**src/sv/lgge_pkg.sv**
```systemverilog
`timescale 1ns / 1ps
// shared types, constants and codes of the life grid generation engine
package lgge_pkg;

    localparam int MAX_ROWS = 64;
    localparam int MAX_COLS = 64;
    localparam int ROW_W    = $clog2(MAX_ROWS);
    localparam int COL_W    = $clog2(MAX_COLS);
    localparam int CNT_W    = $clog2(MAX_ROWS + 2);
    localparam int CFG_W    = 7;
    localparam int PADDR_W  = 3;
    localparam int PDATA_W  = 32;

    // opcodes
    localparam logic [1:0] OP_ADVANCE = 2'd0;
    localparam logic [1:0] OP_TOGGLE  = 2'd1;
    localparam logic [1:0] OP_READ    = 2'd2;
    localparam logic [1:0] OP_CLEAR   = 2'd3;

    // register indexes
    localparam logic [PADDR_W-3:0] REG_ROWS = 1'b0;
    localparam logic [PADDR_W-3:0] REG_COLS = 1'b1;

    typedef struct packed {
        logic [1:0]       opcode;
        logic [ROW_W-1:0] row_index;
        logic [COL_W-1:0] col_index;
    } t_in_item;

    typedef struct packed {
        logic       cell_alive;
        logic [3:0] neighbour_count;
        logic       grid_empty;
    } t_out_item;

    typedef struct packed {
        logic [CNT_W-1:0]    rows_eff;
        logic [COL_W:0]      cols_eff;
        logic [MAX_COLS-1:0] col_mask;
    } t_cfg;

    typedef struct packed {
        logic load;
        logic sweep;
        logic emit;
    } t_dp_cmd;

    typedef struct packed {
        logic sweep_done;
    } t_dp_sts;

    typedef enum logic [1:0] {
        S_IDLE,
        S_SWEEP,
        S_REPORT
    } t_state;

endpackage

```
**src/sv/lgge_ctrl.sv**
```systemverilog
`timescale 1ns / 1ps
// controller: sequences the row sweep and the result strobe
module lgge_ctrl import lgge_pkg::*; (
    input  logic       i_clk,
    input  logic       i_rst_n,
    input  logic       i_start,
    input  logic [1:0] i_opcode,
    input  t_dp_sts    i_sts,
    output t_dp_cmd    o_cmd,
    output logic       o_busy,
    output logic       o_done
);

    t_state r_state;
    t_state n_state;
    logic   r_done;

    always_ff @(posedge i_clk) begin
        if (!i_rst_n) begin
            r_state <= S_IDLE;
            r_done  <= 1'b0;
        end else begin
            r_state <= n_state;
            r_done  <= (r_state == S_REPORT);
        end
    end

    always_comb begin
        n_state = r_state;
        case (r_state)
            S_IDLE: begin
                if (i_start) begin
                    // clear needs no sweep
                    n_state = (i_opcode == OP_CLEAR) ? S_REPORT : S_SWEEP;
                end
            end
            S_SWEEP: begin
                if (i_sts.sweep_done) n_state = S_REPORT;
            end
            S_REPORT: n_state = S_IDLE;
            default:  n_state = S_IDLE;
        endcase
    end

    always_comb begin
        o_cmd.load  = 1'b0;
        o_cmd.sweep = 1'b0;
        o_cmd.emit  = 1'b0;
        o_busy      = 1'b1;
        case (r_state)
            S_IDLE: begin
                o_cmd.load = i_start;
                o_busy     = 1'b0;
            end
            S_SWEEP:  o_cmd.sweep = 1'b1;
            S_REPORT: o_cmd.emit  = 1'b1;
            default:  o_busy      = 1'b1;
        endcase
    end

    assign o_done = r_done;

endmodule

```
**config.mk**
```make
export PLATFORM = sky130hd
export DESIGN_NAME = lgge_ctrl
export DESIGN_NICKNAME = d
export VERILOG_FILES = /design/src/sv/lgge_pkg.sv /design/src/sv/lgge_ctrl.sv
export SDC_FILE = /design/constraint.sdc
export NUM_CORES = 1
export LEC_CHECK = 0
export BUFFER_PORTS_ARGS = -buffer_cell sky130_fd_sc_hd__buf_4
export CORE_AREA = 5 5 42 44
export DETAILED_ROUTE_END_ITERATION = 6
export DIE_AREA = 0 0 47 49
export SLEW_MARGIN = 25
export SYNTH_ARGS = -nofsm -noshare
export SYNTH_HDL_FRONTEND = slang
export SYNTH_SLANG_ARGS = --single-unit
```
**constraint.sdc**
```tcl
create_clock -name i_clk -period 0.8 [get_ports i_clk]
set_input_delay 0.04 -clock i_clk [delete_from_list [all_inputs] [get_ports i_clk]]
set_output_delay 0.04 -clock i_clk [all_outputs]
set_load 0.02 [all_outputs]
```
Word level (Yosys, flattened, before mapping) --
Index checks and enable logic that the tools add are counted.
Cells by class: reduce and logical (&&, ||, !) cells 2, eq/ne operators 5, muxes and demuxes 8
Operators with widths (count):
- 2-bit 2-to-1 mux | 3
- 2-bit == test (second input constant) | 2
- 1-bit 2-to-1 mux | 4
- 2-bit != test (second input constant) | 2
- 2-bit case mux with 2 select lines | 1
- 2-bit by 1-bit == test with 1-bit output (second input constant) | 1
- 2-bit logical NOT | 1
- 2-bit AND reduction | 1
Word-level totals: word-level logic and storage cells 17, register bits 3, input port bits 6, output and inout bits 5

Longest topological paths before layout --
Gate-level depths: netlist of the first run.
word-level depth 4, mapped depth 3, mapped depth without buffers 3

Least setup slack after synthesis of the first run --
Ideal clock, no wire load.
path kind reg-to-output, start point register r_state[0], end point output o_cmd[2] in the netlist's numbering, required time 0.760 ns, data arrival time 0.954 ns, path slack -0.194 ns, buffers on the path 0, cell stages (with the launch flop) 3, cells stage by stage dfxtp_1 > or2_1 > nor2_1
RTL lines:
- start, declared | line lgge_ctrl.sv:14 | t_state r_state;
- start signal, assigned | line lgge_ctrl.sv:23 | r_state <= n_state;
- end, declared | line lgge_ctrl.sv:9 | output t_dp_cmd o_cmd,

==> flow_metrics.tcl, run 1 <==
set metrics [dict create \
    wl_per_cell_um 7.000 \
    syn-num-nets 23 \
    synth_area_leader_cell "dfxtp_1" \
    vias_per_cell 3.367 \
    synth.area.top_cells "dfxtp_1 44%, nor2b_1 18%, nor2_1 8.3%" \
    port_buffers 10 \
    crit_path_end_kind "output port" \
    outcome "finished, violations left" \
    cp_cell_sequence "or2_4, nor2_4, buf_6" \
    wirelength_um 343 \
    holdPathEnd "o_done" \
    start_util_pct 9.732 \
    rsz0062_at_grt "true" \
    finClkSkew_ps 1.931 \
    rr_worst_depth 4 \
    worstHoldStart "i_rst_n" \
    setup_viol 7 \
    syn-instance-count 17 \
    r2r-end "r_state[0]" \
    antennaDiodeCount 0 \
    vdd_drop_max_mv 0.3286 \
    syn_area_um2 136.4 \
    max_cap_viol_count 0 \
    ant_nets 0 \
    fin_crit_sh_pct 129.2 \
    place_ws_ps -45.55 \
    post-route-min-period_ps 1034 \
    worst_slew_pin_slew_ps 158.0 \
    place_area_um2 234.0 \
    ioPinCount 11 \
    grt_first_pass_wirelength_um 552 \
    yosysTopAreaCellShare_pct 44.04 \
    ys_warn_count 0 \
    fmax_mhz 967.4 \
    slew_violations 0 \
    rows 14 \
    avgSynthCellArea_um2 8.022 \
    grt_usage_pct 3.941 \
    first_pass_iters 1 \
    yosysUniqueCellTypes 10 \
    r2r_slack_ps -60 \
    worst-endpoint-arrival_ps 990 \
    max-slew-margin-rel_pct 89.47 \
    cp-start-kind "flip-flop" \
    clk_pin_slew_worst_paths_ps 30 \
    gp_congestion 0.6124 \
    ys_ff_latch 3 \
    violations "setup timing" \
    min_path_cells 2 \
    fp.dieW_um 47 \
    numClockSinks 3 \
    cts_tree "built" \
    grt_pass1_vias 157 \
    leakage_nw 0.1439 \
    timing.final.ws_setup_ps -233.7 \
    drt_iter0_drc 0 \
    grt_max_degree 5 \
    critPathMaxFanout 3 \
    die_h_um 49 \
    grt_antenna_before_repair 0 \
    worst-endpoint-required_ps 760 \
    timing_hold_violations_final 0 \
    finalNetCount 40 \
    drcViolationCount 0 \
    cts_hold_buf 0 \
    hold_ws_ps 35.44 \
    cpPeakStageDelay_ps 310 \
    crit_path_top_delay_cell "dfxtp_2" \
    htreeDepth 1 \
    cts-root-buf "clkbuf_4" \
    dieArea_um2 2303 \
    rr_startpoint "r_state[0]" \
    instances_no_fill 49 \
    detailroute.via_count 165 \
    drive_gt1_share_pct 63.64 \
    clock_path_buffers 2 \
    design_area_um2 301.5 \
    gr-total-overflow 0 \
    dp_cells 43 \
    numCtsBuffers 3 \
    yosysSeqAreaShare_pct 44.04 \
    hold_path.class "in -> reg" \
    areaGrowthSynthToFinish_pct 121.1 \
    critPathKind "reg -> out" \
    power.density_nw_per_um2 1863 \
    core_area_um2 1401 \
    clock_latency_ps 230 \
]
## how the worst max path moves through the flow
stage / to / depth (start not counted) / start
detailed placement: o_cmd[2] / 3 / r_state[0]
finish: o_cmd[2] / 3 / r_state[1]
CTS: o_cmd[2] / 3 / r_state[1]
floorplan: o_done / 2 / r_state[1]
global placement: o_cmd[2] / 3 / r_state[0]
global route: o_cmd[2] / 3 / r_state[1]
## cell type report
type / instances / area, µm²
fill: 165 / 1100
multi-input combinational: 13 / 87.58
inverter: 1 / 3.754
sequential: 3 / 62.56
tap: 16 / 20.02
timing repair buffer: 12 / 101.3
clock buffer: 4 / 26.28
## cells in the mapped netlist, drive strengths merged
cell type	count
nand2	1
inv	1
dfxtp	3
and2	1
nand2b	1
a21oi	1
nor2	3
nor2b	4
a32oi	1
or2	1
## stage by stage
stage / total power, mW / utilization (%) / setup TNS (ps)
after floorplan: 0.2220 / - / -231.9
after global placement: 0.2743 / 16.70 / -60.23
after detailed placement: 0.2761 / 16.70 / -83.51
after CTS: 0.5714 / 20.89 / -922.1
after global routing: 0.6049 / 21.52 / -1220
final: 0.5618 / 21.52 / -867.8
## logic make-up (layout without fill, tap and decap cells)
kind of cell	after synthesis	after routing	synth area share, %
DFF	3	3	44.04
AOI/OAI and AO/OA	2	2	10.09
buffers and inverters	1	17	2.750
and+or+nand+nor	11	11	43.12
## worst max-delay path, delay by kind of cell, from the launching register on
family	cells	cell delay, ps
AND/OR/NAND/NOR	2	340
flip-flops	1	310
buffers and inverters	1	110
## cell usage in the layout (no fill, tap or decap), types with 2 or more instances in the layout
master    instances
nor2_1            2
dfxtp_2           2
clkbuf_4          3
nor2b_1           2
buf_6             3
nor2b_2           2
buf_4             9
## sequential cells by signal (all words and copies together), names as in the netlist
signal,flops
o_done,1
r_state,2
## power breakdown
group	total, mW	internal (mW)	leakage, nW	switching, mW
clock network	0.257	0.186	0.0150	0.0703
logic	0.139	0.0782	0.104	0.0610
registers	0.166	0.160	0.0253	0.00602
## repair_timing
item	4_1_cts	5_1_grt
setup endpoints to repair	5	7
pin swaps	3	0
setup buffers	2	0
resized for setup	7	2
endpoints found under the hold margin	0	0
## routing by layer
| layer | track usage (%) | wire length [µm] |
|---|---|---|
| met4 | 6.912 | 0 |
| met5 | 0 | 0 |
| met2 | 4.751 | 210 |
| met3 | 2.214 | 38 |
| met1 | 3.070 | 94 |
(Power assumes the default switching activity.)
==> run 2: changes to the inputs <==
- PLACE_DENSITY: default -> 0.32
==> run 2 against run 1 <==
Effect of this change: the run still ends with setup timing left; clock power rose by 2%; design area is 6.6% higher; critical path depth unchanged; clock-buffer cell count did not move; worst hold slack worse by 1.6 ps; wire length grew 26%; total power grew 3.8%; via count increased by 9.7%; critical path type unchanged; largest cell class unchanged; highest routed layer unchanged.
==> flow_metrics.tcl, run 2 (synthesized netlist as in run 1, its figures left out) <==
set metrics [dict create \
    outcome "finished, violations left" \
    violations "setup timing" \
    fin_crit_sh_pct 129.3 \
    first_pass_iters 2 \
    fmax_mhz 966.5 \
    vias_per_cell 3.620 \
    port_buffers 10 \
    clock_path_buffers 2 \
    clk_pin_slew_worst_paths_ps 40 \
    clock_latency_ps 230 \
    numCtsBuffers 3 \
    core_area_um2 1401 \
    grt_usage_pct 5.208 \
    ioPinCount 11 \
    cts-root-buf "clkbuf_4" \
    gr-total-overflow 0 \
    grt_pass1_vias 205 \
    rows 14 \
    fp.dieW_um 47 \
    top_register "r_state" \
    htreeDepth 1 \
    setup_viol 7 \
    timing.final.ws_setup_ps -234.7 \
    wl_per_cell_um 8.660 \
    crit_path_end_kind "output port" \
    worst-endpoint-arrival_ps 990 \
    post-route-min-period_ps 1035 \
    finalNetCount 41 \
    ant_nets 0 \
    critPathMaxFanout 2 \
    finClkSkew_ps 0.9949 \
    worst_slew_pin_slew_ps 162.1 \
    hold_ws_ps 33.88 \
    final_cell_mix "10 x buf_4, 3 x clkbuf_4, 3 x buf_6" \
    areaGrowthSynthToFinish_pct 135.8 \
    largest_register_ffs 2 \
    dieArea_um2 2303 \
    numClockSinks 3 \
    timing_hold_violations_final 0 \
    drcViolationCount 0 \
    antennaDiodeCount 0 \
    grt_max_degree 4 \
    drive_gt1_share_pct 67.65 \
    wirelength_um 433 \
    slew_violations 0 \
    rsz0062_at_grt "true" \
    start_util_pct 9.732 \
    layout_commonest_cell "buf_4" \
    hpwlAfterDp_um 314.6 \
    gp_congestion 0.6651 \
    cts_tree "built" \
    power.density_nw_per_um2 1813 \
    fillCellCount 165 \
    p_total_mw 0.5829 \
    detailroute.via_count 181 \
    drt_iter0_drc 4 \
    max_cap_viol_count 0 \
    cp-start-kind "flip-flop" \
    hold_path.class "in -> reg" \
    cts_hold_buf 0 \
    critPathKind "reg -> out" \
    leakage_nw 0.1519 \
    worst-endpoint-required_ps 760 \
    place_ws_ps -56.32 \
    max-slew-margin-rel_pct 89.20 \
    vdd_drop_max_mv 0.6253 \
    grt_first_pass_wirelength_um 793 \
    grt_antenna_before_repair 0 \
    die_h_um 49 \
]
-- run 2: routing by layer --
metal	routed length, µm	global-route usage (%)	part of all wire (%)
met1	175	5.482	40
met2	159	6.109	37
met3	98	5.904	23
met4	0	2.765	0
met5	0	0	0
-- run 2: final timing paths --
check	start	to	slack, ps	cells after the start
setup / recovery	r_state[1]	o_cmd[2]	-230	3
hold / removal	i_rst_n	o_done	30	2
setup reg to reg	r_state[0]	r_state[0]	-50	4
hold reg to reg	r_state[0]	r_state[1]	610	3
-- run 2: power breakdown --
| part | internal, mW | switching, mW |
|---|---|---|
| Clock | 0.187 | 0.0756 |
| Sequential | 0.160 | 0.00488 |
| Combinational | 0.0875 | 0.0683 |
-- run 2: worst max-delay path: stages, from the launching register on --
cell and delay [ps]:
dfxtp_2 310, or2_4 260, nor2_4 80, buf_6 120
-- run 2: through the flow --
stage,cells,util (%),cell area [µm²],TNS (ps)
finish,50,22.95,321.6,-891.8
global route,50,22.95,321.6,-1262
CTS,50,22.95,321.6,-942.2
detailed placement,44,17.23,241.5,-109.4
global placement,44,17.23,241.5,-47.79
floorplan,17,-,138.9,-231.9
-- run 2: final cells by class --
class / count / area [µm²] / share of cell area [%]
inverter: 1 / 3.754 / 1.167
clock buffer: 4 / 26.28 / 8.171
timing repair buffer: 13 / 108.9 / 33.85
sequential: 3 / 62.56 / 19.46
tap: 16 / 20.02 / 6.226
multi-input combinational: 13 / 100.1 / 31.13
-- run 2: timing repair --
item,CTS,global route
endpoints found under the setup margin,6,7
resized for setup,11,0
pin swaps,3,1
setup buffers,2,0
==> run 3: changes to the inputs <==
- CTS_BUF_LIST: default -> sky130_fd_sc_hd__clkbuf_4
- SKIP_LAST_GASP: default -> 1
==> run 3 against run 2 <==
Effect of this change: the run still ends with setup timing left; cell count is the same; register-to-register slack is essentially flat; non-clock buffer count is the same; critical endpoint unchanged; largest power group unchanged.
==> flow_metrics.tcl, run 3 (synthesized netlist as in run 1, its figures left out) <==
set metrics [dict create \
    grt_usage_pct 5.208 \
    rr_worst_depth 4 \
    grt_antenna_before_repair 0 \
    wirelength_met1_um 176 \
    critPathKind "reg -> out" \
    critPathMaxFanout 2 \
    drt_iter0_drc 4 \
    p_sw_share_pct 24.27 \
    p_comb_share_pct 25.2 \
    leakage_nw 0.1553 \
    worst-endpoint-arrival_ps 1000 \
    drive_gt1_share_pct 70.59 \
    start_util_pct 9.732 \
    grt_max_degree 4 \
    setup_viol 7 \
    path_buf_inv 1 \
    worstHoldStart "i_rst_n" \
    fp.dieW_um 47 \
    ant_nets 0 \
    cts_tree "built" \
    p_switching_mw 0.1499 \
    clock_latency_ps 230 \
    max-slew-margin-rel_pct 89.20 \
    design_area_um2 325.3 \
    crit_path_end_kind "output port" \
    cts_hold_buf 0 \
    intPower_mw 0.4679 \
    port_buffers 10 \
    cts-root-buf "clkbuf_4" \
    layout_commonest_cell "buf_4" \
    ioPinCount 11 \
    hpwlAfterDp_um 314.6 \
    place_area_um2 241.5 \
    fillCellCount 164 \
    holdPathEnd "o_done" \
    min_path_cells 2 \
    gr-total-overflow 0 \
    core_area_um2 1401 \
    clock_path_buffers 2 \
    rr_startpoint "r_state[0]" \
    htreeDepth 1 \
    fin_crit_sh_pct 129.4 \
    hold_ws_ps 33.70 \
    outcome "finished, violations left" \
    first_pass_iters 2 \
    finalSetupTns_ps -894.8 \
    power.share.clock_pct 48.1 \
    die_h_um 49 \
    drcViolationCount 0 \
    vdd_drop_max_mv 0.6254 \
    dieArea_um2 2303 \
    wl_per_cell_um 8.760 \
    max_cap_viol_count 0 \
    largest_register_ffs 2 \
    timing.final.ws_setup_ps -235.4 \
    grt_pass1_vias 205 \
    top_layer "met3" \
    post-route-min-period_ps 1035 \
    r2r-end "r_state[0]" \
    slew_violations 0 \
    violations "setup timing" \
    vias_per_cell 3.580 \
    cp-start-kind "flip-flop" \
    grt_first_pass_wirelength_um 793 \
    fmax_mhz 965.8 \
    cp_cell_sequence "or2_4, nor2_4, buf_6" \
    dr_wl_met2_um 162 \
    seqPwrFrac_pct 26.6 \
    antennaDiodeCount 0 \
    critical_path.top_delay_family "simple AND/OR/NAND/NOR gates" \
    rsz0062_at_grt "true" \
    power.density_nw_per_um2 1899 \
    rows 14 \
    worst_slew_pin_slew_ps 162.1 \
    wl_met3_um 98 \
    clk_pin_slew_worst_paths_ps 40 \
    hold_path.class "in -> reg" \
    areaGrowthSynthToFinish_pct 138.5 \
    timing_hold_violations_final 0 \
    numClockSinks 3 \
    finalNetCount 41 \
    gp_congestion 0.6651 \
    finClkSkew_ps 0.7545 \
    numCtsBuffers 3 \
    r2r_slack_ps -50 \
    detailroute.via_count 179 \
    wirelength_um 438 \
    final_cell_mix "10 x buf_4, 4 x clkbuf_4, 3 x buf_6" \
    crit_path_top_delay_cell "dfxtp_2" \
    cpPeakStageDelay_ps 310 \
    top_register "r_state" \
    worst-endpoint-required_ps 760 \
]
run 3: per-layer routing:
metal,up-vias,global-route usage [%]
li1,88,-
met2,15,6.109
met3,0,5.904
met1,76,5.482
met4,0,2.765
met5,-,0
run 3: final cells by class:
class	count	area [µm²]	share of cell area [%]
flip-flops and latches	3	62.56	19.23
inverters	1	3.754	1.154
multi-input cells	13	100.1	30.77
repair buffers	13	108.9	33.46
well taps	16	20.02	6.154
clock buffers	4	30.03	9.231
run 3: worst max-delay path by stage:
stage	start	endpoint	slack [ps]	cells after the start
global placement	r_state[0]	o_cmd[2]	-40	3
CTS	r_state[1]	o_cmd[2]	-270	3
global route	r_state[1]	o_cmd[2]	-280	3
floorplan	r_state[1]	o_done	-120	2
detailed placement	r_state[0]	o_cmd[2]	-60	3
finish	r_state[1]	o_cmd[2]	-240	3
run 3: timing repair:
item / in CTS / in global routing
gates resized for setup: 11 / 0
cloned: 0 / 0
pin swaps: 3 / 1
setup endpoints to repair: 6 / 7
buffers inserted: 2 / 0
run 3: worst register-to-register path, cell delays in order, from the launching register on:
cell     delay (ps)
dfxtp_2         320
buf_4           140
nor2b_1         120
a21oi_1         110
nor2_1           50
run 3: power by group through the flow:
stage	logic (mW)	clock network [mW]	registers (mW)
after global routing	0.170	0.333	0.166
after floorplan	0.0542	0	0.168
after CTS	0.158	0.309	0.165
after detailed placement	0.115	0	0.168
final	0.156	0.297	0.165
after global placement	0.114	0	0.167
run 3: through the flow:
step                std cells  worst slack (ps)  utilization [%]  power, mW
global placement           44            -43.79            17.23     0.2813
floorplan                  17            -119.7                -     0.2220
global route               50            -280.0            23.21     0.6683
detailed placement         44            -56.32            17.23     0.2826
CTS                        50            -270.5            23.21     0.6309
finish                     50            -235.4            23.21     0.6179
