--- src/sv/lgge_pkg.sv ---
`timescale 1ns / 1ps
// shared types, constants and codes of the life grid generation engine
package lgge_pkg;

    localparam int MAX_ROWS = 64;
    localparam int MAX_COLS = 64;
    localparam int ROW_W    = $clog2(MAX_ROWS);
    localparam int COL_W    = $clog2(MAX_COLS);
    localparam int CNT_W    = $clog2(MAX_ROWS + 2);
    localparam int CFG_W    = 7;
    localparam int PADDR_W  = 3;
    localparam int PDATA_W  = 32;

    // opcodes
    localparam logic [1:0] OP_ADVANCE = 2'd0;
    localparam logic [1:0] OP_TOGGLE  = 2'd1;
    localparam logic [1:0] OP_READ    = 2'd2;
    localparam logic [1:0] OP_CLEAR   = 2'd3;

    // register indexes
    localparam logic [PADDR_W-3:0] REG_ROWS = 1'b0;
    localparam logic [PADDR_W-3:0] REG_COLS = 1'b1;

    typedef struct packed {
        logic [1:0]       opcode;
        logic [ROW_W-1:0] row_index;
        logic [COL_W-1:0] col_index;
    } t_in_item;

    typedef struct packed {
        logic       cell_alive;
        logic [3:0] neighbour_count;
        logic       grid_empty;
    } t_out_item;

    typedef struct packed {
        logic [CNT_W-1:0]    rows_eff;
        logic [COL_W:0]      cols_eff;
        logic [MAX_COLS-1:0] col_mask;
    } t_cfg;

    typedef struct packed {
        logic load;
        logic sweep;
        logic emit;
    } t_dp_cmd;

    typedef struct packed {
        logic sweep_done;
    } t_dp_sts;

    typedef enum logic [1:0] {
        S_IDLE,
        S_SWEEP,
        S_REPORT
    } t_state;

endpackage

--- src/sv/lgge_cfg.sv ---
`timescale 1ns / 1ps
// apb register file holding the active grid size
module lgge_cfg import lgge_pkg::*; (
    input  logic               i_clk,
    input  logic               i_rst_n,
    input  logic               psel,
    input  logic               penable,
    input  logic               pwrite,
    input  logic [PADDR_W-1:0] paddr,
    input  logic [PDATA_W-1:0] pwdata,
    output logic [PDATA_W-1:0] prdata,
    output logic               pready,
    output t_cfg               o_cfg
);

    logic [CFG_W-1:0] r_rows;
    logic [CFG_W-1:0] r_cols;
    logic             w_wr;
    logic [CFG_W-1:0] w_rows_max;
    logic [CFG_W-1:0] w_cols_max;

    assign pready     = 1'b1;
    assign w_wr       = psel && penable && pwrite;
    assign w_rows_max = CFG_W'(MAX_ROWS);
    assign w_cols_max = CFG_W'(MAX_COLS);

    always_ff @(posedge i_clk) begin
        if (!i_rst_n) begin
            r_rows <= CFG_W'(64);
            r_cols <= CFG_W'(64);
        end else if (w_wr) begin
            case (paddr[PADDR_W-1:2])
                REG_ROWS: r_rows <= pwdata[CFG_W-1:0];
                REG_COLS: r_cols <= pwdata[CFG_W-1:0];
                default: ;
            endcase
        end
    end

    always_comb begin
        case (paddr[PADDR_W-1:2])
            REG_ROWS: prdata = PDATA_W'(r_rows);
            REG_COLS: prdata = PDATA_W'(r_cols);
            default:  prdata = '0;
        endcase
    end

    // zero acts as one, anything above the built size acts as the built size
    always_comb begin
        if (r_rows == '0)
            o_cfg.rows_eff = CNT_W'(1);
        else if (r_rows > w_rows_max)
            o_cfg.rows_eff = CNT_W'(MAX_ROWS);
        else
            o_cfg.rows_eff = CNT_W'(r_rows);

        if (r_cols == '0)
            o_cfg.cols_eff = (COL_W + 1)'(1);
        else if (r_cols > w_cols_max)
            o_cfg.cols_eff = (COL_W + 1)'(MAX_COLS);
        else
            o_cfg.cols_eff = (COL_W + 1)'(r_cols);

        for (int i = 0; i < MAX_COLS; i++) begin
            o_cfg.col_mask[i] = ((COL_W + 1)'(i) < o_cfg.cols_eff);
        end
    end

endmodule

--- config.mk ---
export PLATFORM = sky130hd
export DESIGN_NAME = lgge_cfg
export DESIGN_NICKNAME = d
export VERILOG_FILES = /design/src/sv/lgge_pkg.sv /design/src/sv/lgge_cfg.sv
export SDC_FILE = /design/constraint.sdc
export NUM_CORES = 1
export LEC_CHECK = 0
export ABC_AREA = 0
export CORE_MARGIN = 10
export CORE_UTILIZATION = 30
export CTS_BUF_LIST = sky130_fd_sc_hd__clkbuf_4
export DETAILED_ROUTE_END_ITERATION = 8
export DONT_BUFFER_PORTS = 1
export GPL_TIMING_DRIVEN = 0
export PLACE_DENSITY_LB_ADDON = 0.1
export SLEW_MARGIN = 30
export SYNTH_ARGS = -nofsm -noshare
export SYNTH_HDL_FRONTEND = slang
export SYNTH_SLANG_ARGS = --single-unit
--- constraint.sdc ---
create_clock -name i_clk -period 1.8 [get_ports i_clk]
set_clock_uncertainty 0.2 [all_clocks]
set_input_delay 0.45 -clock i_clk [delete_from_list [all_inputs] [get_ports i_clk]]
set_output_delay 0.45 -clock i_clk [all_outputs]
set_load 0.005 [all_outputs]
# [Word level (Yosys, flattened, before mapping)]
# Cells that the tools add are included.
[totals] memories=0 rom_bits=0 elab_cells=80 in_bits=40 register_bits=14 out_inout_bits=111 ramBits=0 latch_bits=0
[classes] reduce_logical=6 shift=0 n_div=0 bitwise_logic=1 n_eq_ne=0 multipliers=0 n_mux=5 n_addsub=0 order_cmp=66
[ops] op="6-bit by 7-bit less-than comparator with 1-bit output (first input constant)" count=32
[ops] op="5-bit by 7-bit less-than comparator with 1-bit output (first input constant)" count=16
[ops] op="32-bit one-hot mux with 2 select lines" count=1
[ops] op="4-bit by 7-bit less-than comparator with 1-bit output (first input constant)" count=8
[ops] op="3-bit by 7-bit less-than comparator with 1-bit output (first input constant)" count=4
[ops] op="7-bit two-way mux" count=4
[ops] op="7-bit greater-than comparator (second input constant)" count=2
[ops] op="7-bit zero test" count=2
[ops] op="1-bit by 7-bit less-than comparator with 1-bit output (first input constant)" count=2
[ops] op="2-bit by 7-bit less-than comparator with 1-bit output (first input constant)" count=2
[ops] op="2-bit AND reduction" count=2
[ops] op="1-bit logical AND" count=2
[ops] op="1-bit NOT" count=1

# [Logic depth before layout (Yosys ltp)]
# Gate-level depths: netlist of run 1.
[depth] word_depth=4 depth_mapped=5 depth_no_buf=4

# [Worst setup path after synthesis of run 1]
# OpenSTA, ideal clock, no wires.
[synth_timing] kind="reg2out" from="register r_cols[0]" to="output port o_cfg[30] in the netlist's numbering" required_ns=1.150 arrival_time_ns=1.095 path_stages_with_launch=6 n_path_buf=2 slack_ns=0.055 path_cell_list="dfxtp_1 > buf_4 > inv_2 > or3_1 > buf_6 > o21ai_2"
[synth_lines] element="start: declaration" line_no="lgge_cfg.sv:17" text="logic [CFG_W-1:0] r_cols;"
[synth_lines] element="start signal: assignment" line_no="lgge_cfg.sv:34" text="REG_COLS: r_cols <= pwdata[CFG_W-1:0];"
[synth_lines] element="end: declaration" line_no="lgge_cfg.sv:13" text="output t_cfg o_cfg"

==> metrics.txt, run 1 <==
setup ws final -0.269 ns; status finished with violations; Top Family by Delay on Critical Path simple AND/OR/NAND/NOR gates; max-slew violation count 0; Initial Util 0.307; clk sinks 14; post-DR vias/cell between 5 and 6; failing checks setup timing; Placement Setup Slack -0.215 ns; crit-path max cell delay 0.46 ns; final net count 344; CORE AREA between 4000 and 5000 µm²; MaxCap Viol Count 0; critical path launch point type register; num rows 25; Syn-to-layout area delta 120%; first drt pass iteration count 4; post-DP HPWL 4.60 mm; hold_ws roughly 0.095 ns; Num CTS Buffers 3; Mapped Area 1430 µm²; Top FF cell, synth dfxtp_1; Detail Route Antenna Nets 0; initial antenna violation count 0; number of global-route vias before repair 1722; WS Path Type reg2out; number of diodes 0; P_leak 1.23 nW; Yosys top cell by area dfxtp_1; Reg clk slew, reported paths 0.09 ns; chip width 89.0 µm; VDD IR max roughly 0.31 mV; Hold Vio Cnt, Final 0; RSZ-0062 raised after global routing yes; Total Routing Usage GR 0.160; reg-to-reg setup timing slack 0.53 ns; die area 7930 µm²; share of layout cells above drive strength 1 0.710; Max H-tree Level 1; critical path data arrival time 1.42 ns; Req. time, crit path 1.15 ns; flops & latches, synth 14; worst path cell trace nand2_4 -> or3_4 -> o21ai_4; PwrDens 269 nW/µm²; fmax 0.483 GHz; chip height 89.0 µm; largest net degree at the start of global routing 12; number of synthesized flops with an enable pin 0; CTS tree built; Final min period around 2.1 ns; Ports approximately 150; top cell type's share of synthesized area 0.196; worst hold-check path type in2reg; starting DRC count in detailed routing 72; Final Cycle Share 1.15; vias 1812; # DRC 0; first-pass GRT wire length about 10 mm; YS warnings 0; Synth async-reset ratio 0; most common library cells after synthesis o21ai_0, buf_4, nand2_1; Distinct cells, synth 32; Final GP Congestion 0.773; sequential area share after synthesis 0.196; Wirelength per Cell 22.1 µm; Syn Inst Count 213; synth top area cells dfxtp_1, o21ai_0, buf_4; Mapped Avg Cell Area between 6 and 7 µm²; final setup vio count 69; Worst path slowest cell or3_4; crit end category output port; clk buf depth 2; grt total ovfl 0; drt total wl 7.88 mm; root buf cell clkbuf_4; PortBufs 0; most frequent cell after synthesis o21ai_0; clk_lat worst skew around 0.27 ns; CP Max Fanout 8; CP bufs+invs 0; setup TNS -12.98 ns
power by group:
part / internal [mW] / switching [mW]
logic: 0.169 / 0.172
registers: 0.311 / 0.0104
clock network: 0.0803 / 0.102
total: 0.560 / 0.284
cells in the final DEF (no fill, tap or decap), types with 3 or more instances in the layout:
cell	Yosys	layout
nor2b_1	8	5
nand2_1	21	9
nand2_4	0	6
inv_4	0	3
nor2_4	0	5
nor3_4	0	4
buf_4	32	50
o21ai_4	0	17
dfxtp_1	14	7
clkbuf_1	6	3
dfxtp_4	0	5
nor2b_4	0	3
nand3_1	13	12
clkbuf_4	0	3
conb_1	2	27
buf_8	0	7
o21ai_0	49	12
o21ai_2	5	25
buf_6	2	29
buf_12	0	12
nand2_2	0	4
clkinvlp_4	0	3
a21oi_4	0	8
o31ai_4	0	3
mux2_4	0	5
inv_2	1	3
metrics by stage:
step / util / total power [mW] / area, µm² / instances
2_1_floorplan: - / 0.467 / 1520 / 238
3_3_place_gp: 0.341 / 0.500 / 1590 / 292
3_5_place_dp: 0.341 / 0.501 / 1590 / 292
4_1_cts: 0.555 / 0.782 / 2580 / 333
5_1_grt: 0.674 / 0.895 / 3140 / 357
6_report: 0.674 / 0.844 / 3140 / 357
logic make-up (layout without fill, tap and decap cells):
| kind of cell | Yosys count | count (layout) | share of synthesized area |
|---|---|---|---|
| compound gates | 70 | 71 | 0.278 |
| simple gates | 60 | 60 | 0.201 |
| buf+inv | 58 | 122 | 0.250 |
| flops | 14 | 14 | 0.196 |
| mux | 9 | 9 | 0.0691 |
| other cells | 2 | 27 | 0.00525 |
per-layer routing:
metal,wire (µm),GRT usage,part of all wire
met5,0,0,0
met3,775,0.0647,0.098
met1,2890,0.170,0.37
met4,174,0.0491,0.022
met2,4040,0.285,0.51
area by class of cell:
| type | count | area, µm² |
|---|---|---|
| Buffer | 43 | 367 |
| Clock buffer | 3 | 22.5 |
| Timing Repair Buffer | 63 | 744 |
| Fill cell | 332 | 1520 |
| Sequential cell | 14 | 302 |
| Inverter | 12 | 76.3 |
| Tap cell | 54 | 67.6 |
| Multi-Input combinational cell | 167 | 1560 |
| Clock inverter | 1 | 3.75 |
timing repair:
item                                    in CTS  in global routing
gates cloned                                 4                  1
setup buffers                               33                 26
endpoints found under the setup margin      69                 72
pin swaps                                   22                 30
gates resized for setup                    192                 82
hold buffers                                 0                  0
path summary, 6_finish.rpt:
path,from,end,cells past startpoint
setup reg to reg,r_cols[6],r_cols[6],5
setup / recovery,r_cols[2],o_cfg[62],3
hold reg to reg,r_rows[0],r_rows[0],2
hold / removal,pwdata[6],r_cols[6],2
flip-flops by register name (all words and copies together) (netlist names):
| name | flops |
|---|---|
| r_rows | 7 |
| r_cols | 7 |
Power figures use the tool's default switching activity.
==> run 2: changes to the inputs <==
CORE_UTILIZATION = 35   (was 30)
==> metrics.txt, run 2 (same netlist as run 1, synthesis figures left out) <==
status finished with violations; failing checks setup timing; critical path launch point type register; Reg clk slew, reported paths 0.08 ns (about the same); WS Path Type reg2out; Max H-tree Level 1 (unchanged); chip height 83.9 µm (-5.8%); post-DR vias/cell 5.64 (+11%); clk buf depth 2 (unchanged); Num CTS Buffers 3 (unchanged); PwrDens 273 nW/µm² (+1.9%); final net count 343 (-0.29%); worst hold-check path type in2reg; Final GP Congestion 0.780 (+0.84%); commonest cells after routing, fill and taps aside buf_4, buf_6, conb_1; die area 7040 µm² (-11%); root buf cell clkbuf_4; clk_lat worst skew 0.27 ns (about the same); Largest regs r_cols: 7 flops, r_rows: 7 flops; Req. time, crit path 1.15 ns (about the same); Total Routing Usage GR 0.181 (+0.0201); drt total wl 8.69 mm (+10%); Final Cycle Share 1.17 (+0.0180); number of diodes 0 (unchanged); P_leak 1.15 nW (-6.2%); CORE AREA 3970 µm² (-15%); MaxCap Viol Count 0 (unchanged); PortBufs 0 (unchanged); Initial Util 0.360 (+0.0533); setup TNS -14.07 ns (-1.10 ns); chip width 83.9 µm (-5.8%); Hold Vio Cnt, Final 0 (unchanged); Overall Power 836 µW (-0.99%); max-slew violation count 0 (unchanged); largest net degree at the start of global routing 12 (unchanged); clk sinks 14 (unchanged); Detail Route Antenna Nets 0 (unchanged); post-DP HPWL 4.45 mm (-3.3%); RSZ-0062 raised after global routing yes; Final min period 2.10 ns (+0.0323 ns); final setup vio count 67 (-2.9%); num rows 23 (-8.0%); VDD IR max 0.343 mV (+9.8%); # DRC 0 (unchanged); initial antenna violation count 0 (unchanged); number of global-route vias before repair 1810 (+5.1%); fmax 0.476 GHz (-1.5%); grt total ovfl 0 (unchanged); Wirelength per Cell 24.8 µm (+12%); setup ws final -0.301 ns (-0.0323 ns); Syn-to-layout area delta 114%; share of layout cells above drive strength 1 0.698 (-0.0119); Ports 151 (unchanged); commonest non-fill, non-tap cell in the layout buf_4; crit end category output port; first drt pass iteration count 5 (+1); starting DRC count in detailed routing 216 (+200%); critical path data arrival time 1.45 ns (+0.03 ns); CTS tree built; CP Max Fanout 8 (unchanged); first-pass GRT wire length 10.8 mm (+7.8%); vias 1978 (+9.2%)
## run 2: changes by cell type in the layout (fill, tap and decap cells not counted), sizes merged
cell / before / now
clkinv: 2 / 0
a21oi: 11 / 12
inv: 8 / 10
buf: 100 / 98
clkinvlp: 3 / 2
## run 2: cell type report
class,instances,area (µm²)
clock buffer,3,22.5
fill,231,916
multi-input combinational,168,1560
buffer,45,403
tap,50,62.6
sequential,14,302
inverter,12,72.6
timing repair buffer,59,632
## run 2: stage by stage
| stage | area (µm²) | setup slack [ns] | cells | utilization | hold WS, ns |
|---|---|---|---|---|---|
| 3_5_place_dp | 1590 | -0.215 | 288 | 0.399 | 0.285 |
| 2_1_floorplan | 1520 | 0.0551 | 238 | - | 0.260 |
| 3_3_place_gp | 1590 | -0.187 | 288 | 0.399 | 0.277 |
| 4_1_cts | 2640 | -0.249 | 330 | 0.666 | 0.0966 |
| 5_1_grt | 3060 | -0.341 | 351 | 0.769 | 0.130 |
| 6_report | 3060 | -0.301 | 351 | 0.769 | 0.126 |
## run 2: power by group
group | leakage (nW) | switching, mW | internal [mW]
combinational | 1.02 | 0.182 | 0.163
clock | 0.0138 | 0.0923 | 0.0773
sequential | 0.117 | 0.0107 | 0.311
total | 1.15 | 0.285 | 0.551
## run 2: worst max-delay path, cell delays in order (launching register included)
cell	delay [ns]
dfxtp_4	0.38
buf_6	0.11
nor2b_4	0.28
o21ai_4	0.20
o21ai_2	0.22
## run 2: metal layers
layer / vias up / part of all wire / track usage
met5: - / 0 / 0
met4: 0 / 0.026 / 0.0457
met3: 19 / 0.095 / 0.0654
met2: 129 / 0.50 / 0.315
met1: 971 / 0.38 / 0.201
li1: 859 / - / -
## run 2: final timing paths
path             start         to  slack [ns]  cells after the start
min          pwdata[6]  r_cols[6]        0.13                      2
max reg2reg  r_cols[6]  r_cols[6]        0.46                      5
max          r_cols[2]  o_cfg[28]       -0.30                      4
min reg2reg  r_rows[0]  r_rows[0]        0.29                      2
## run 2: repair_timing
item,in CTS,in global routing
pin swaps,31,22
hold buffers,0,0
gates cloned,4,2
gates resized for setup,203,52
setup endpoints to repair,69,73
setup buffers,35,22
==> run 3: changes to the inputs <==
REMOVE_ABC_BUFFERS = 1   (was unset)
clock period = 2.4 ns   (was 1.8 ns; I/O delays follow)
==> metrics.txt, run 3 (same netlist as run 1, synthesis figures left out) <==
clk_lat worst skew 0.28 ns (about the same); filler cell count 425 (+84%); commonest non-fill, non-tap cell in the layout o21ai_0; Reg clk slew, reported paths 0.08 ns (about the same); largest net degree at the start of global routing 21 (+9); VDD IR max 0.191 mV (-44%); Final GP Congestion 0.795 (+1.9%); Worst path slowest cell dfxtp_4; CTS tree built; worst path cell trace nor2b_1 -> nand3_1 -> o21ai_0; final setup vio count 0 (-100%); Num CTS Buffers 3 (unchanged); Placed Cells 242 (-16%); vias 1375 (-30%); register area 297 µm² (-1.7%); PwrDens 331 nW/µm² (+21%); crit-path max cell delay 0.46 ns (+0.08 ns); starting DRC count in detailed routing 103 (-52%); CP bufs+invs 0 (-1); drt total wl 5.17 mm (-41%); initial antenna violation count 0 (unchanged); chip height 83.9 µm (unchanged); critical path launch point type register; Psw 148 µW (-48%); first-pass GRT wire length 7.65 mm (-29%); worst-margin pin slew roughly 0.59 ns; Overall Power 466 µW (-44%); share of layout cells above drive strength 1 0.199 (-0.499); PortBufs 0 (unchanged); critical path data arrival time 1.57 ns (+0.12 ns); CTS Hold Bufs 0 (unchanged); Final Cycle Share 0.987; Top Family by Delay on Critical Path simple AND/OR/NAND/NOR gates; chip width 83.9 µm (unchanged); CP Max Fanout 12 (+4); internal power 319 µW (-42%); root buf cell clkbuf_4; reg-to-reg setup timing slack 1.39 ns (+0.93 ns); Initial Util 0.360 (unchanged); Combinational Power Share 0.167 (-0.245); CORE AREA 3970 µm² (unchanged); Syn-to-layout area delta -1.40%; grt total ovfl 0 (unchanged); Final Cell Area 1410 µm² (-54%); first drt pass iteration count 4 (-1); DP Area 1280 µm² (-19%); num rows 23 (unchanged); fmax about 0.42 GHz; Final min period 2.37 ns; Largest regs r_cols: 7 flops, r_rows: 7 flops; Total Routing Usage GR 0.132 (-0.0489); clock power share 0.298 (+0.095); Wirelength per Cell 20.6 µm (-17%); P_leak 0.447 nW (-61%); clk sinks 14 (unchanged); max-slew violation count 0 (unchanged); non-filler cells, final 251 (-28%); Flop pwr share 0.535 (+0.150); crit end category output port; post-DR vias/cell 5.48 (-2.8%); sw frac 0.317 (-0.0238); Detail Route Antenna Nets 0 (unchanged); final net count 242 (-29%); area of the multi-input gates 926 µm² (-41%); commonest cells after routing, fill and taps aside o21ai_0, conb_1, nand2_1; Hold Vio Cnt, Final 0 (unchanged); number of diodes 0 (unchanged); RSZ-0062 raised after global routing yes; clk buf depth 2 (unchanged); Ports 151 (unchanged); max_slew headroom 0.601; worst hold-check path type in2reg; WS Path Type reg2out; die area 7040 µm² (unchanged); status finished, final reports clean; # DRC 0 (unchanged); post-DP HPWL 4.06 mm (-8.8%); Req. time, crit path 1.60 ns (+0.45 ns); number of global-route vias before repair 1258 (-30%); Max H-tree Level 1 (unchanged); MaxCap Viol Count 0 (unchanged)
[run 3: repair_timing]
action | 4_1_cts | 5_1_grt
setup buffers | 1 | 4
setup endpoints to repair | 56 | 25
pin swaps | 0 | 1
gates resized for setup | 15 | 7
[run 3: path summary, 6_finish.rpt]
| path | startpoint | endpoint | cells after the start |
|---|---|---|---|
| hold reg to reg | r_rows[0] | r_rows[0] | 2 |
| hold / removal | i_rst_n | r_rows[6] | 1 |
| setup / recovery | r_cols[4] | o_cfg[59] | 3 |
| setup reg to reg | r_cols[3] | r_cols[3] | 2 |
[run 3: metal layers]
metal	up-vias	wire, µm	part of all wire	global-route usage
met5	-	0	0	0
met2	81	2550	0.49	0.215
met1	639	1990	0.39	0.147
li1	651	-	-	-
met3	4	597	0.12	0.0742
met4	0	25	0.0048	0.0228
[run 3: worst reg2reg max path, cell delays in order (launching register included)]
cell,delay [ns]
dfxtp_2,0.55
nand3_1,0.11
o21ai_0,0.08
[run 3: final cells by class]
| cell class | instances | share of cell area |
|---|---|---|
| Tap cell | 50 | 0.0444 |
| Sequential cell | 14 | 0.210 |
| Clock inverter | 1 | 0.00266 |
| Inverter | 12 | 0.0346 |
| Clock buffer | 3 | 0.0160 |
| Multi-Input combinational cell | 166 | 0.657 |
| Timing Repair Buffer | 5 | 0.0355 |
[run 3: through the flow]
stage	hold slack, ns	setup slack [ns]	TNS (ns)	util
3_5_place_dp	0.297	-0.121	-1.44	0.322
3_3_place_gp	0.290	-0.473	-3.60	0.321
2_1_floorplan	0.260	0.139	0	-
4_1_cts	0.176	0.0163	0	0.342
6_report	0.181	0.0302	0	0.355
5_1_grt	0.171	-0.0406	-0.111	0.355
[run 3: power groups by stage]
| stage | clock (mW) | sequential [mW] | combinational, mW |
|---|---|---|---|
| after floorplan | 0 | 0.251 | 0.0554 |
| after global placement | 0 | 0.255 | 0.0699 |
| after detailed placement | 0 | 0.256 | 0.0706 |
| after CTS | 0.140 | 0.250 | 0.0722 |
| after global routing | 0.152 | 0.251 | 0.0879 |
| final | 0.139 | 0.250 | 0.0777 |
